===== src/nqsc_pkg.sv =====
// Shared constants and control types for the N-queens solution counter.
`timescale 1ns / 1ps

package nqsc_pkg;

    // Largest board the search hardware holds
    localparam int MAX_BOARD = 16;

    // Field and counter widths
    localparam int COL_W   = 4;
    localparam int SIZE_W  = 5;
    localparam int DEPTH_W = $clog2(MAX_BOARD);
    localparam int COUNT_W = 24;
    localparam int SUM_W   = 32;
    localparam int DATA_W  = 32;
    localparam int ADDR_W  = 3;

    // Configuration register addresses
    localparam logic [ADDR_W-1:0] ADDR_BOARD_SIZE = ADDR_W'(0);
    localparam logic [SIZE_W-1:0] BOARD_SIZE_RST  = SIZE_W'(8);

    // One bit per column of the board
    typedef logic [MAX_BOARD-1:0] t_mask;

    // Controller to datapath commands
    typedef struct packed {
        logic start;
        logic step;
        logic finish;
    } t_dp_cmd;

    // Datapath to controller status
    typedef struct packed {
        logic search_done;
    } t_dp_status;

endpackage


===== src/nqsc_if.sv =====
// Valid/ready channel interfaces for requests and results.
`timescale 1ns / 1ps

interface nqsc_in_if;
    import nqsc_pkg::*;
    logic             valid;
    logic             ready;
    logic [COL_W-1:0] first_column;

    modport source (output valid, output first_column, input ready);
    modport sink   (input valid, input first_column, output ready);
endinterface

interface nqsc_out_if;
    import nqsc_pkg::*;
    logic               valid;
    logic               ready;
    logic [COUNT_W-1:0] column_solutions;
    logic [SUM_W-1:0]   running_total;
    logic               start_invalid;

    modport source (output valid, output column_solutions, output running_total,
                    output start_invalid, input ready);
    modport sink   (input valid, input column_solutions, input running_total,
                    input start_invalid, output ready);
endinterface


===== src/nqsc_cfg.sv =====
// APB-style configuration register block holding the board size.
`timescale 1ns / 1ps

module nqsc_cfg import nqsc_pkg::*; (
    input  logic              i_clk,
    input  logic              i_rst_n,
    input  logic              i_psel,
    input  logic              i_penable,
    input  logic              i_pwrite,
    input  logic [ADDR_W-1:0] i_paddr,
    input  logic [DATA_W-1:0] i_pwdata,
    output logic [DATA_W-1:0] o_prdata,
    output logic              o_pready,
    output logic [SIZE_W-1:0] o_board_size
);

    logic [SIZE_W-1:0] r_board_size;
    logic              wr_en;

    // Write completes in the access phase; no wait states
    assign wr_en = i_psel && i_penable && i_pwrite && (i_paddr == ADDR_BOARD_SIZE);

    always_ff @(posedge i_clk) begin
        if (!i_rst_n) begin
            r_board_size <= BOARD_SIZE_RST;
        end else if (wr_en) begin
            r_board_size <= i_pwdata[SIZE_W-1:0];
        end
    end

    // Read back; other addresses read as zero
    always_comb begin
        o_prdata = '0;
        if (i_paddr == ADDR_BOARD_SIZE) begin
            o_prdata = {{(DATA_W-SIZE_W){1'b0}}, r_board_size};
        end
    end

    assign o_pready     = 1'b1;
    assign o_board_size = r_board_size;

endmodule


===== src/nqsc_datapath.sv =====
// Backtracking search datapath: per-row masks, placement stack, counters.
`timescale 1ns / 1ps

module nqsc_datapath import nqsc_pkg::*; (
    input  logic               i_clk,
    input  logic               i_rst_n,
    input  t_dp_cmd            i_cmd,
    output t_dp_status         o_status,
    input  logic [SIZE_W-1:0]  i_board_size,
    input  logic [COL_W-1:0]   i_first_column,
    output logic [COUNT_W-1:0] o_column_solutions,
    output logic [SUM_W-1:0]   o_running_total,
    output logic               o_start_invalid
);

    // Position of the single set bit of a one-hot mask
    function automatic logic [COL_W-1:0] bit_index(input t_mask b);
        logic [COL_W-1:0] idx;
        idx = '0;
        for (int i = 0; i < MAX_BOARD; i++) begin
            if (b[i]) begin
                idx = idx | COL_W'(i);
            end
        end
        return idx;
    endfunction

    // Search state
    logic [SIZE_W-1:0]  r_size;
    t_mask              r_full;
    logic               r_invalid;
    logic [DEPTH_W-1:0] r_depth;
    t_mask              r_cols;
    logic [COUNT_W-1:0] r_count;
    logic [SUM_W-1:0]   r_sum;
    logic [COUNT_W-1:0] r_out_count;
    logic               r_out_invalid;

    // Per-row diagonal masks, free columns and chosen column
    t_mask              r_left  [MAX_BOARD];
    t_mask              r_right [MAX_BOARD];
    t_mask              r_avail [MAX_BOARD];
    logic [COL_W-1:0]   r_stack [MAX_BOARD];

    // Request setup
    logic [SIZE_W-1:0]  size_eff;
    t_mask              full_start;
    t_mask              first;
    logic               start_invalid;
    logic               single;

    // Step logic
    t_mask              cur_av;
    t_mask              low_bit;
    logic               leaf;
    t_mask              next_cols;
    t_mask              next_left;
    t_mask              next_right;
    t_mask              next_avail;
    logic [COL_W-1:0]   back_col;
    logic [DEPTH_W-1:0] depth_up;
    logic [SUM_W:0]     sum_wide;
    logic [SUM_W-1:0]   sum_next;

    // Clamp the board size and build the first-row masks
    always_comb begin
        size_eff = (i_board_size > SIZE_W'(MAX_BOARD)) ? SIZE_W'(MAX_BOARD) : i_board_size;
        for (int i = 0; i < MAX_BOARD; i++) begin
            full_start[i] = (SIZE_W'(i) < size_eff);
        end
        first         = t_mask'(1) << i_first_column;
        start_invalid = ({1'b0, i_first_column} >= size_eff);
        single        = (size_eff == SIZE_W'(1));
    end

    // Take the lowest free column of the current row and derive the next row
    always_comb begin
        cur_av     = r_avail[r_depth];
        low_bit    = cur_av & (~cur_av + t_mask'(1));
        leaf       = ({1'b0, r_depth} == (r_size - SIZE_W'(1)));
        next_cols  = r_cols | low_bit;
        next_left  = ((r_left[r_depth] | low_bit) << 1) & r_full;
        next_right = (r_right[r_depth] | low_bit) >> 1;
        next_avail = r_full & ~(next_cols | next_left | next_right);
        back_col   = r_stack[r_depth - DEPTH_W'(1)];
        depth_up   = r_depth + DEPTH_W'(1);
    end

    // Saturating running total
    always_comb begin
        sum_wide = {1'b0, r_sum} + (SUM_W+1)'(r_count);
        sum_next = sum_wide[SUM_W] ? {SUM_W{1'b1}} : sum_wide[SUM_W-1:0];
    end

    // Control state: search depth and running total
    always_ff @(posedge i_clk) begin
        if (!i_rst_n) begin
            r_depth <= '0;
            r_sum   <= '0;
        end else begin
            if (i_cmd.start) begin
                r_depth <= (start_invalid || single) ? '0 : DEPTH_W'(1);
            end else if (i_cmd.step) begin
                if (cur_av == '0) begin
                    r_depth <= r_depth - DEPTH_W'(1);
                end else if (!leaf) begin
                    r_depth <= depth_up;
                end
            end
            if (i_cmd.finish) begin
                r_sum <= sum_next;
            end
        end
    end

    // Search payload: masks, stack, count, output hold
    always_ff @(posedge i_clk) begin
        if (i_cmd.start) begin
            r_size                 <= size_eff;
            r_full                 <= full_start;
            r_invalid              <= start_invalid;
            r_count                <= (single && !start_invalid) ? COUNT_W'(1) : '0;
            r_cols                 <= first;
            r_stack[0]             <= i_first_column;
            r_left[DEPTH_W'(1)]    <= (first << 1) & full_start;
            r_right[DEPTH_W'(1)]   <= first >> 1;
            r_avail[DEPTH_W'(1)]   <= full_start & ~(first | (first << 1) | (first >> 1));
        end else if (i_cmd.step) begin
            if (cur_av == '0) begin
                // Row exhausted: lift the queen of the row above
                r_cols <= r_cols ^ (t_mask'(1) << back_col);
            end else begin
                r_avail[r_depth] <= cur_av ^ low_bit;
                r_stack[r_depth] <= bit_index(low_bit);
                if (leaf) begin
                    if (r_count != {COUNT_W{1'b1}}) begin
                        r_count <= r_count + COUNT_W'(1);
                    end
                end else begin
                    r_cols            <= next_cols;
                    r_left[depth_up]  <= next_left;
                    r_right[depth_up] <= next_right;
                    r_avail[depth_up] <= next_avail;
                end
            end
        end
        if (i_cmd.finish) begin
            r_out_count   <= r_count;
            r_out_invalid <= r_invalid;
        end
    end

    assign o_status.search_done = (r_depth == '0);
    assign o_column_solutions   = r_out_count;
    assign o_running_total      = r_sum;
    assign o_start_invalid      = r_out_invalid;

endmodule


===== src/nqsc_ctrl.sv =====
// Controller state machine sequencing request intake, search and result transfer.
`timescale 1ns / 1ps

module nqsc_ctrl import nqsc_pkg::*; (
    input  logic       i_clk,
    input  logic       i_rst_n,
    input  logic       i_in_valid,
    output logic       o_in_ready,
    output logic       o_out_valid,
    input  logic       i_out_ready,
    output t_dp_cmd    o_cmd,
    input  t_dp_status i_status
);

    typedef enum logic [1:0] {
        ST_IDLE,
        ST_SEARCH,
        ST_FINISH
    } t_state;

    t_state r_state;
    t_state n_state;
    logic   r_out_valid;
    logic   n_out_valid;
    logic   out_free;

    assign out_free = !r_out_valid || i_out_ready;

    // Next state and datapath commands
    always_comb begin
        n_state     = r_state;
        n_out_valid = r_out_valid && !i_out_ready;
        o_cmd       = '0;
        case (r_state)
            ST_IDLE: begin
                if (i_in_valid) begin
                    o_cmd.start = 1'b1;
                    n_state     = ST_SEARCH;
                end
            end
            ST_SEARCH: begin
                if (i_status.search_done) begin
                    n_state = ST_FINISH;
                end else begin
                    o_cmd.step = 1'b1;
                end
            end
            ST_FINISH: begin
                // Load the result once the output register is free
                if (out_free) begin
                    o_cmd.finish = 1'b1;
                    n_out_valid  = 1'b1;
                    n_state      = ST_IDLE;
                end
            end
            default: begin
                n_state = ST_IDLE;
            end
        endcase
    end

    // State and result valid
    always_ff @(posedge i_clk) begin
        if (!i_rst_n) begin
            r_state     <= ST_IDLE;
            r_out_valid <= 1'b0;
        end else begin
            r_state     <= n_state;
            r_out_valid <= n_out_valid;
        end
    end

    assign o_in_ready  = (r_state == ST_IDLE);
    assign o_out_valid = r_out_valid;

endmodule


===== src/n_queens_solution_counter.sv =====
// Top level of the N-queens solution counter.
`timescale 1ns / 1ps

// Counts placements of board_size non-attacking queens given the column of
// the first-row queen, and keeps a saturating total over all requests. One
// request is worked at a time by a depth-first search that spends one clock
// per search step (one candidate placed or one row backed out of). Invalid
// starts and a 1x1 board finish without any search step. A new request
// is taken while the previous result still waits in the output register.
// The board size (reset 8, values above 16 treated as 16) sits at byte
// address 0 and must only be written while the block is idle.
module n_queens_solution_counter import nqsc_pkg::*; (
    input  logic              i_clk,
    input  logic              i_rst_n,
    nqsc_in_if.sink           i_req,
    nqsc_out_if.source        o_rsp,
    input  logic              psel,
    input  logic              penable,
    input  logic              pwrite,
    input  logic [ADDR_W-1:0] paddr,
    input  logic [DATA_W-1:0] pwdata,
    output logic [DATA_W-1:0] prdata,
    output logic              pready
);

    logic [SIZE_W-1:0] board_size;
    t_dp_cmd           dp_cmd;
    t_dp_status        dp_status;

    // Configuration register
    nqsc_cfg u_cfg (
        .i_clk        (i_clk),
        .i_rst_n      (i_rst_n),
        .i_psel       (psel),
        .i_penable    (penable),
        .i_pwrite     (pwrite),
        .i_paddr      (paddr),
        .i_pwdata     (pwdata),
        .o_prdata     (prdata),
        .o_pready     (pready),
        .o_board_size (board_size)
    );

    // Sequencer
    nqsc_ctrl u_ctrl (
        .i_clk       (i_clk),
        .i_rst_n     (i_rst_n),
        .i_in_valid  (i_req.valid),
        .o_in_ready  (i_req.ready),
        .o_out_valid (o_rsp.valid),
        .i_out_ready (o_rsp.ready),
        .o_cmd       (dp_cmd),
        .i_status    (dp_status)
    );

    // Search engine and result registers
    nqsc_datapath u_datapath (
        .i_clk              (i_clk),
        .i_rst_n            (i_rst_n),
        .i_cmd              (dp_cmd),
        .o_status           (dp_status),
        .i_board_size       (board_size),
        .i_first_column     (i_req.first_column),
        .o_column_solutions (o_rsp.column_solutions),
        .o_running_total    (o_rsp.running_total),
        .o_start_invalid    (o_rsp.start_invalid)
    );

endmodule

===== src/flat_wrapper.sv =====
// flat-port wrapper written by rule: the top's interface ports become plain ports
module n_queens_solution_counter_flat import nqsc_pkg::*;
  (i_clk, i_rst_n, psel, penable, pwrite, paddr, pwdata, prdata, pready, i_req_valid, i_req_first_column, i_req_ready, o_rsp_valid, o_rsp_column_solutions, o_rsp_running_total, o_rsp_start_invalid, o_rsp_ready);
  nqsc_in_if i_req_i ();
  nqsc_out_if o_rsp_i ();
  input  logic i_clk;
  input  logic i_rst_n;
  input  logic psel;
  input  logic penable;
  input  logic pwrite;
  input  logic [ADDR_W-1:0] paddr;
  input  logic [DATA_W-1:0] pwdata;
  output logic [DATA_W-1:0] prdata;
  output logic pready;
  input wire logic [$bits(i_req_i.valid)-1:0] i_req_valid;
  input wire logic [$bits(i_req_i.first_column)-1:0] i_req_first_column;
  output wire logic [$bits(i_req_i.ready)-1:0] i_req_ready;
  output wire logic [$bits(o_rsp_i.valid)-1:0] o_rsp_valid;
  output wire logic [$bits(o_rsp_i.column_solutions)-1:0] o_rsp_column_solutions;
  output wire logic [$bits(o_rsp_i.running_total)-1:0] o_rsp_running_total;
  output wire logic [$bits(o_rsp_i.start_invalid)-1:0] o_rsp_start_invalid;
  input wire logic [$bits(o_rsp_i.ready)-1:0] o_rsp_ready;
  assign i_req_i.valid = i_req_valid;
  assign i_req_i.first_column = i_req_first_column;
  assign i_req_ready = i_req_i.ready;
  assign o_rsp_valid = o_rsp_i.valid;
  assign o_rsp_column_solutions = o_rsp_i.column_solutions;
  assign o_rsp_running_total = o_rsp_i.running_total;
  assign o_rsp_start_invalid = o_rsp_i.start_invalid;
  assign o_rsp_i.ready = o_rsp_ready;
  n_queens_solution_counter u_core (.i_clk(i_clk), .i_rst_n(i_rst_n), .i_req(i_req_i), .o_rsp(o_rsp_i), .psel(psel), .penable(penable), .pwrite(pwrite), .paddr(paddr), .pwdata(pwdata), .prdata(prdata), .pready(pready));
endmodule

===== config.mk =====
export PLATFORM = sky130hd
export DESIGN_NAME = n_queens_solution_counter_flat
export DESIGN_NICKNAME = d
export VERILOG_FILES = /design/src/nqsc_pkg.sv /design/src/nqsc_if.sv /design/src/nqsc_cfg.sv /design/src/nqsc_datapath.sv /design/src/nqsc_ctrl.sv /design/src/n_queens_solution_counter.sv /design/src/flat_wrapper.sv
export SDC_FILE = /design/constraint.sdc
export NUM_CORES = 1
export LEC_CHECK = 0
export ABC_AREA = 1
export BUFFER_PORTS_ARGS = -buffer_cell sky130_fd_sc_hd__buf_2
export CAP_MARGIN = 0
export CORE_AREA = 2 2 337 339
export CTS_BUF_LIST = sky130_fd_sc_hd__clkbuf_4
export DETAILED_ROUTE_END_ITERATION = 10
export DIE_AREA = 0 0 339 341
export PLACE_DENSITY = 0.53
export RECOVER_POWER = 50
export SLEW_MARGIN = 30
export SYNTH_ARGS = -nofsm -noshare
export SYNTH_HDL_FRONTEND = slang
export SYNTH_SLANG_ARGS = --single-unit

===== constraint.sdc =====
create_clock -name i_clk -period 7.2 [get_ports i_clk]
set_input_delay 0.72 -clock i_clk [delete_from_list [all_inputs] [get_ports i_clk]]
set_output_delay 0.72 -clock i_clk [all_outputs]
set_load 0.05 [all_outputs]

==> results.txt <==
----------------------------------------------------
[CTS]
  Clock slew at reported path FFs ... 70 ps
  Deepest level of the CTS H-tree ... 4
  Clock buffers created by TritonCTS ... 229
  Clk root buf ... clkbuf_4
  Sink Count ... 902
  TritonCTS clock tree ... yes
  Bufs on Longest Clock Path ... 3
  Insertion delay of the later-clocked pin in the worst-skew pair ... 1150 ps
  Number of setup buffers added after CTS ... 0

[Worst setup path]
  CP max-delay cell ... dfxtp_2
  Critical Path Sink Type ... register
  Data required time of the critical path ... 7970 ps
  Series of cell instances along the critical path ... clkinv_8, nand2_1, nand3_1, nand3_1, nand3_1, nand2_2, nor2_1, buf_4, nand2_1, nor2_4, nand2_4, nand3_4, inv_1, nand3_1, nor2_4, buf_4
  Arrival time worst endpoint ... 6980 ps
  CP Max Fanout ... 130
  Cell seen most often among critical-path stages ... nand3_1
  Launching element type of the critical path ... register
  Maximum cell stage delay along the critical path ... 830 ps
  Setup Crit Path Kind ... reg2reg

[Outcome]
  Violations in the final reports ... max-capacitance violations, max-slew violations
  Result of the run ... finished with violations

[Layout]
  Final cell count without fillers ... 6,459
  Net count reported at finish ... 4,861
  Area added between synthesis and finish ... 9.83%
  Share of final-layout standard cells stronger than drive strength 1 ... 11.2%
  Final design area excluding fillers ... 48,800 um2
  Share of the core filled with cells in the final layout ... 43.6%

[Global routing]
  Grt met1 use ... 32.6%
  Number of global-route vias before repair ... 32,919
  Top Usage Layer GRT ... met2
  Overall global routing resource usage ... 23.8%
  Met2 Track Usage GR ... 38.6%
  Total global routing overflow ... 0
  Antenna violations before repair ... 6
  Pin count of the biggest net entering global routing ... 163
  Met3 usage ... 3.99%
  Wire length of the first global-routing pass ... 209,000 um

[Placed design]
  Final weighted congestion in routability-driven placement ... 0.961
  Total cell area at the placement stage ... 46,100 um2
  Placed Cells ... 6,041
  Number of port buffers ... 82
  Post-Place Setup Slack ... 1640 ps
  HPWL after detailed placement ... 86,300 um

[Timing]
  Tightest slew margin relative to the limit ... -95.0%
  Crit share post-route ... 86.2%
  Sum of negative setup slack ... 0 ps
  # setup viols final ... 0
  Top achievable clock speed ... 0.161 GHz
  Final number of max-transition violations ... 216
  Count of final hold-check violations ... 0
  Tightest hold margin ... 143 ps
  Layout Skew ... 87.0 ps
  Unrepaired setup endpoints after global routing ... no
  Final WS setup ... 997 ps
  Final worst path period need ... 6200 ps
  Least-Margin Pin Slew ... 2930 ps

[Routing]
  Initial DRC Count ... 3,509
  Aggregate routed wire length ... 140,000 um
  Average routed wire per standard cell ... 21.6 um
  Routed vias/inst ... 5.39
  Antenna Violating Nets Remaining ... 0
  Remaining routing DRC violations ... 0
  Count of vias placed by the detailed router ... 34,802
  DRT Pass-1 Iters ... 6

[Synthesis]
  Yosys synthesis warning count ... 0
  Number of distinct library cells after synthesis ... 68
  Async S/R FF share, synth ... 0%
  Number of cells produced by synthesis ... 4,632
  Per-instance average area after synthesis ... 9.58 um2
  FF+latch count, synth ... 902
  Dominant synthesized flop cell ... edfxtp_1
  Cell type contributing the most total cell area after synthesis ... edfxtp_1
  Biggest area contributors in the synthesized netlist ... edfxtp_1, nand2_1, nand3_1
  Post-Syn Area ... 44,400 um2
  Most numerous cell types in the synthesized netlist ... nand2_1, edfxtp_1, nor2_1
  Sequential fraction of the synthesis area ... 59.9%
  Post-synth EDFFs ... 854
  Area share of the largest cell type after synthesis ... 57.8%
  Most frequent cell after synthesis ... nand2_1

[Pwr]
  Power per unit of standard cell area ... 272 nW/um2
  Power, Total ... 13.2 mW
  Leakage power summed over all cells ... 18.9 nW
  Worst ir drop on vdd ... 0.000132 V

[Floorplan]
  Rows ... 123
  Area of the die ... 116,000 um2
  Floorplan core area ... 112,000 um2
  Chip height ... 341 um
  Horizontal extent of the die ... 339 um
  I/O pin cnt ... 138
  Initial cell density of the core ... 39.7%

[Run]
  Maximum Capacitance Violations ... 8

[Min path]
  Hold WC Path Type ... in2reg

----------------------------------------------------
routing by layer:
layer	share of wire [%]	wire (um)
met5	0.035	49
met4	2.5	3430
met3	7.3	10200
met2	47	65200
met1	44	60800
critical path, delay by kind of cell, from the launching register on:
kind	cells	cell delay, ps
simple gates	12	3110
flops	1	830
buf+inv	4	1830
layout by cell type, fill, tap and decap left out, drive strengths merged, types with 5 or more instances in the layout:
cell | Yosys | layout
a21boi | 9 | 9
a21o | 8 | 8
a21oi | 130 | 130
a221o | 8 | 8
a31oi | 13 | 13
a32o | 7 | 7
buf | 223 | 95
clkbuf | 77 | 428
clkinv | 7 | 66
conb | 2 | 28
dfxtp | 48 | 48
dlygate4sd3 | 0 | 6
edfxtp | 854 | 854
ha | 36 | 36
inv | 248 | 250
nand2 | 1350 | 1350
nand3 | 419 | 419
nand3b | 6 | 6
nand4 | 37 | 37
nor2 | 539 | 539
nor3 | 39 | 39
nor3b | 9 | 9
o211ai | 32 | 32
o21a | 5 | 5
o21ai | 383 | 383
o221ai | 38 | 38
o22ai | 39 | 39
xnor2 | 16 | 16
xor2 | 22 | 22
report_power, final:
part / total, mW / internal [mW] / switching (mW)
registers: 6.09 / 5.98 / 0.103
clock network: 4.50 / 2.31 / 2.19
logic: 2.67 / 0.655 / 2.01
final timing paths:
check / startpoint / endpoint / slack [ps] / cells after the start
min reg2reg: u_core.u_datapath.r_invalid$_DFFE_PP_ / u_core.u_datapath.o_start_invalid$_DFFE_PP_ / 460 / 0
max reg2reg: register / u_core.u_datapath.r_right[7][8]$_DFFE_PP_ / 1000 / 16
min: pwrite / u_core.u_cfg.o_board_size[1]$_SDFFE_PN0P_ / 140 / 3
max: register / u_core.u_datapath.r_right[7][8]$_DFFE_PP_ / 1000 / 16
state kept, by name, summed over array words and instances (netlist names), 15 cells and up, named ones only:
signal,flops
u_core.u_datapath.r_stack,64
u_core.u_datapath.r_cols,16
u_core.u_datapath.r_count,24
u_core.u_datapath.o_column_solutions,24
u_core.u_datapath.r_avail,256
u_core.u_datapath.r_left,224
u_core.u_datapath.r_right,224
u_core.u_datapath.r_full,15
u_core.u_datapath.o_running_total,32
final cells by class:
| cell class | instances | area, um2 |
|---|---|---|
| multi-input combinational | 3201 | 15200 |
| antenna | 4 | 10.0 |
| fill | 10971 | 63100 |
| tap | 1500 | 1880 |
| timing repair buffer | 189 | 1130 |
| clock inverter | 68 | 433 |
| clock buffer | 340 | 2550 |
| inverter | 255 | 976 |
| sequential | 902 | 26600 |
cell families after synthesis:
| logic type | Yosys count | synth area share (%) |
|---|---|---|
| AND/OR/NAND/NOR | 2407 | 22.9 |
| XOR/XNOR | 38 | 0.767 |
| adder cells (fa/ha/maj) | 37 | 1.06 |
| buffers and inverters | 555 | 6.29 |
| AO/OA/AOI/OAI | 691 | 9.05 |
| flip-flops | 902 | 59.9 |
| other | 2 | 0.0169 |
what timing repair did:
action / CTS / global route
gates resized for setup: 0 / 0
setup endpoints to repair: 0 / 0
endpoints found under the hold margin: 7 / 0
hold buffers: 6 / 0
(Power assumes the default switching activity.)
